[src/fsg_ram.sv]
// Generic single-port-write, single-port-read RAM with a registered read.
// No dependencies; holds the cell grid of the falling-sand block.
module fsg_ram #(
    parameter int WIDTH = 8,
    parameter int DEPTH = 256
) (
    input  logic                     i_clk,
    input  logic                     i_we,
    input  logic [$clog2(DEPTH)-1:0] i_waddr,
    input  logic [WIDTH-1:0]         i_wdata,
    input  logic                     i_re,
    input  logic [$clog2(DEPTH)-1:0] i_raddr,
    output logic [WIDTH-1:0]         o_rdata
);

    logic [WIDTH-1:0] r_mem [DEPTH];
    logic [WIDTH-1:0] r_rdata;

    // Write port and registered read port.
    always_ff @(posedge i_clk) begin
        if (i_we) begin
            r_mem[i_waddr] <= i_wdata;
        end
        if (i_re) begin
            r_rdata <= r_mem[i_raddr];
        end
    end

    assign o_rdata = r_rdata;

endmodule

[config.mk]
export PLATFORM = sky130hd
export DESIGN_NAME = fsg_ram
export DESIGN_NICKNAME = d
export VERILOG_FILES = /design/src/fsg_ram.sv
export SDC_FILE = /design/constraint.sdc
export NUM_CORES = 2
export LEC_CHECK = 0
export BUFFER_PORTS_ARGS = -buffer_cell sky130_fd_sc_hd__clkbuf_2
export CORE_MARGIN = 4
export CORE_UTILIZATION = 56
export CTS_BUF_LIST = sky130_fd_sc_hd__clkbuf_8
export DETAILED_ROUTE_END_ITERATION = 16
export PLACE_DENSITY = 0.7
export RECOVER_POWER = 25
export SETUP_SLACK_MARGIN = 0.2
export SLEW_MARGIN = 20
export SYNTH_ARGS = -nofsm -noshare
export SYNTH_HDL_FRONTEND = slang
export SYNTH_SLANG_ARGS = --single-unit
export TNS_END_PERCENT = 5
[constraint.sdc]
create_clock -name i_clk -period 2.25 [get_ports i_clk]
set_clock_uncertainty 0.2 [all_clocks]
set_input_delay 0.1125 -clock i_clk [delete_from_list [all_inputs] [get_ports i_clk]]
set_output_delay 0.1125 -clock i_clk [all_outputs]
set_load 0.01 [all_outputs]
=== Yosys cells after proc, flatten, opt, wreduce, memory -nomap -nowiden ===
Memory sizes are Yosys's and may differ from the RTL's. A register that Yosys moved wholly into a read port is not among the register bits.
Cells that the tools add are included.

* Multiplexer cells: 2

{| class="wikitable"
|+ Operators by type and width
! kind !! number
|-
| 1-bit 2-to-1 mux || 2
|}

* Register bits after elaboration: 0
* Memory bits (writable): 2048
* Bits of input ports: 27
* Output and inout bits: 8
* Logic and storage cells: 3
* Memories: 1

{| class="wikitable"
|+ Memory list
! name !! depth !! width !! read ports !! clocked after Yosys merged registers in !! wr ports !! RTL line !! source
|-
| r_mem || 256 || 8 || 1 || 1 || 1 || 16 || <nowiki>logic [WIDTH-1:0] r_mem [DEPTH];</nowiki>
|}

=== Depth between registers and ports, before layout ===
* Depth in word-level cells: 2
* Depth in mapped cells: 11
* Gate-level depth less buffers: 6

=== Least setup slack after synthesis ===
OpenSTA, ideal clock, no wires.

* Path kind: input -> register
* Start point: input port i_raddr[0]
* End point: register r_rdata[2], in the netlist o_rdata[2], read port of r_mem (data pin)
* Library setup time: 0.269 ns
* Arrival: 1.920 ns
* Required time: 1.781 ns
* Path slack: -0.139 ns
* Stages: 9
* Path buffers: 4
* Path through: buf_6 > buf_12 > buf_8 > buf_2 > mux4_2 > a22oi_1 > a21oi_1 > nor4_1 > nor4_2

{| class="wikitable"
|+ RTL lines
! what !! RTL line !! source
|-
| from (decl) || 12 || <nowiki>input logic [$clog2(DEPTH)-1:0] i_raddr,</nowiki>
|-
| to (decl) || 17 || <nowiki>logic [WIDTH-1:0] r_rdata;</nowiki>
|}

==> results.py <==
metrics = {
    "routing": {
        "avgViaCountPerCell": 6.285,
        "wl_per_cell_microns": 29.51,
        "num_vias": 42670,
        "drcViolationCount": 0,
        "finalWirelength_mm": 200.4,
        "postRouteAntennaNets": 0,
        "first_iter_violations": 5732,
        "firstDrtPassIters": 7,
    },
    "cells_and_area": {
        "regArea_sq_um": 61740,
        "multi_input_area_sq_um": 16830,
        "nFillCells": 9084,
        "final_nets": 4687,
        "drive_gt1_frac": 0.3426,
        "syn_to_final_growth_pct": 17.99,
    },
    "clock_tree": {
        "cts_buffers": 333,
        "clkTransAtPathRegs_ps": 60,
        "cts_max_level": 5,
        "clk_path_buf_depth": 4,
        "clock-root-buffer": "clkbuf_8",
        "clock_latency_ps": 1010,
        "cts_tree": "built",
        "clock_sinks": 2056,
        "post_cts_buffers": 0,
    },
    "die": {
        "die_area_sq_um": 148300,
        "coreArea_sq_um": 141400,
        "ios": 35,
        "row_count": 138,
        "fp.dieW_microns": 385.1,
        "die_h_microns": 385.1,
        "initial_core_util": 0.5631,
    },
    "worst_setup_path": {
        "slowest_stage": "nor4_2",
        "cp_cell_sequence": "mux4_2 > a22oi_1 > a21oi_1 > nor4_2 > buf_4 > nor4_1",
        "criticalPathCategory": "reg -> reg",
        "crit_buf_inv": 1,
        "critPathTopFamily": "simple AND/OR/NAND/NOR gates",
        "end_kind": "flop",
        "max_stage_delay_ps": 530,
        "worstReg2RegStart": "r_mem[46][4]$_DFFE_PP_",
        "r2r-end": "o_rdata[4]$_DFFE_PP_",
        "start_kind": "flop",
        "r2r_cells": 6,
        "worstPathRequired_ps": 2780,
        "worstPathMaxFanout": 1,
        "reg2reg_slack_ps": -350,
        "critPathArrivalTime_ps": 3130,
    },
    "logic_synthesis": {
        "async_reset_ff_frac": 0,
        "synthTopCellsByCount": "edfxtp_1, mux4_2, nor2_1, mux2i_1, a22oi_1",
        "yosys_warnings": 0,
        "netlist_area_sq_um": 79640,
        "synthTopCellsByArea": "edfxtp_1, mux4_2, mux2i_1",
        "synth_top_area_share": 0.7753,
        "synth-seq-cells": 2056,
        "synth_area_leader_cell": "edfxtp_1",
        "syn_nets": 3760,
        "syn_area_per_cell_sq_um": 21.33,
        "syn_inst": 3733,
        "synth_most_common_cell": "edfxtp_1",
        "seq_area_frac_synth": 0.7753,
        "synth_edf_count": 2056,
        "synth_top_flop_cell": "edfxtp_1",
        "synth_cell_types": 54,
    },
    "sta": {
        "slew_headroom": -0.5556,
        "max_freq_mhz": 384.7,
        "setup_viol": 74,
        "post-route-min-period_ps": 2599,
        "finalWorstSetupSlack_ps": -349.2,
        "post-route-period-util": 1.155,
        "rsz0062_at_grt": "yes",
        "setup-tns-final_ps": -3693,
        "max_slew.worst_pin.slew_ps": 2333,
        "hold_viol_final": 0,
        "worst_hold_slack_ps": 105.4,
        "drv_slew": 299,
    },
    "power": {
        "pwr-share-clk": 0.383,
        "leakage_nw": 31.13,
        "power_frac_seq": 0.557,
        "cellPowerDensity_nw_per_um2": 808.2,
        "combinationalPowerShare": 0.060,
        "power_switching_mw": 16.73,
        "max-vdd-ir-drop_mv": 0.6709,
        "power.internal_mw": 59.21,
        "swShare": 0.2203,
    },
    "place": {
        "dp_worst_setup_slack_ps": -1261,
        "numPortBuffers": 34,
        "hpwl_mm": 129.2,
        "gp_congestion": 0.9343,
    },
    "job": {
        "max_cap_viol_count": 4,
    },
    "hold_path": {
        "whs_endpoint": "o_rdata[3]$_DFFE_PP_",
        "holdCritStartpoint": "i_raddr[7]",
        "min_path_cells": 7,
        "hold_class": "in -> reg",
    },
    "grt": {
        "grt.total_usage": 0.2743,
        "overflow": 0,
        "grt_max_degree": 97,
        "first_global_vias": 43150,
        "antenna_found_initial": 15,
        "grt_pass1_wl_mm": 292.6,
    },
    "run_status": {
        "violations": "max-capacitance violations, max-slew violations, negative setup slack",
        "status": "finished, violations left",
    },
}
[power by group through the flow]
stage	logic, mW	registers [mW]	clock network (mW)
2_1_floorplan	2.12	43.1	0
3_3_place_gp	4.33	43.1	0
3_5_place_dp	4.40	43.1	0
4_1_cts	4.53	42.3	29.6
5_1_grt	4.78	42.3	31.5
6_report	4.55	42.3	29.1
[registers in the layout, indices dropped and copies added, names as in the netlist]
| register | flops |
|---|---|
| o_rdata | 8 |
| r_mem | 2048 |
[worst min-delay path, cell delays in order]
cell,delay (ps)
clkbuf_2,270
buf_4,210
a311oi_2,70
o221ai_2,100
a211oi_4,80
buf_4,140
nor4_2,160
[how the worst max path moves through the flow]
stage          cells after the start                    to                   start
6_report                           6  o_rdata[4]$_DFFE_PP_  r_mem[46][4]$_DFFE_PP_
5_1_grt                            6  o_rdata[1]$_DFFE_PP_  r_mem[67][1]$_DFFE_PP_
4_1_cts                            6  o_rdata[1]$_DFFE_PP_  r_mem[67][1]$_DFFE_PP_
3_5_place_dp                      11  o_rdata[3]$_DFFE_PP_              i_raddr[0]
3_3_place_gp                      11  o_rdata[3]$_DFFE_PP_              i_raddr[0]
2_1_floorplan                      9  o_rdata[0]$_DFFE_PP_              i_raddr[0]
[routing by layer]
layer	part of all wire	GRT usage
met1	0.38	0.3915
met3	0.11	0.06707
met4	0.035	0.09526
met2	0.48	0.4217
met5	0.00024	0
[cell usage in the layout, fill, tap and decap left out, types with 10 or more instances in the layout]
master | Yosys | final
buf_4 | 27 | 649
edfxtp_1 | 2056 | 2056
buf_12 | 8 | 74
inv_1 | 1 | 98
nand4_1 | 10 | 10
nand3_1 | 34 | 34
o21ai_0 | 10 | 10
mux4_2 | 454 | 454
dlygate4sd3_1 | 0 | 43
nor2b_1 | 31 | 21
o22ai_1 | 28 | 28
nor3_1 | 22 | 17
a21oi_1 | 96 | 96
nor4_1 | 24 | 11
o221ai_1 | 46 | 44
nand2_1 | 33 | 33
clkbuf_1 | 111 | 10
a22oi_1 | 133 | 131
nor2_1 | 282 | 270
clkbuf_8 | 0 | 341
clkbuf_2 | 0 | 26
diode_2 | 0 | 11
clkinv_2 | 0 | 25
mux2i_1 | 134 | 134
o211ai_1 | 10 | 10
clkinv_1 | 1 | 90
nor4_2 | 3 | 15
bufinv_16 | 0 | 10
[what timing repair did]
item | CTS | global route
pin swaps | 10 | 11
hold buffers | 49 | 6
gates resized for setup | 28 | 47
endpoints found under the hold margin | 4091 | 163
endpoints found under the setup margin | 16 | 565
[cell families after synthesis]
group / synth area share
compound gates: 0.03416
buf+inv: 0.01829
flops: 0.7753
mux: 0.1460
simple gates: 0.02625
[per-stage QoR]
step	instances	power (mW)	area (sq um)	util
4_1_cts	6776	76.39	94000	0.6647
6_report	6790	75.94	93970	0.6645
5_1_grt	6784	78.58	93950	0.6644
3_5_place_dp	6163	47.50	87490	0.6187
2_1_floorplan	3733	45.20	79940	-
3_3_place_gp	6163	47.43	87490	0.6187
[cell type report]
type,instances,area share
Sequential cell,2056,0.6570
Multi-Input combinational cell,1442,0.1791
Timing Repair Buffer,825,0.07630
Clock buffer,340,0.04980
Tap cell,1890,0.02517
Clock inverter,224,0.01221
Antenna cell,11,0.0002929
Inverter,2,0.00007989
No activity file was read; power rests on OpenSTA's default activity.
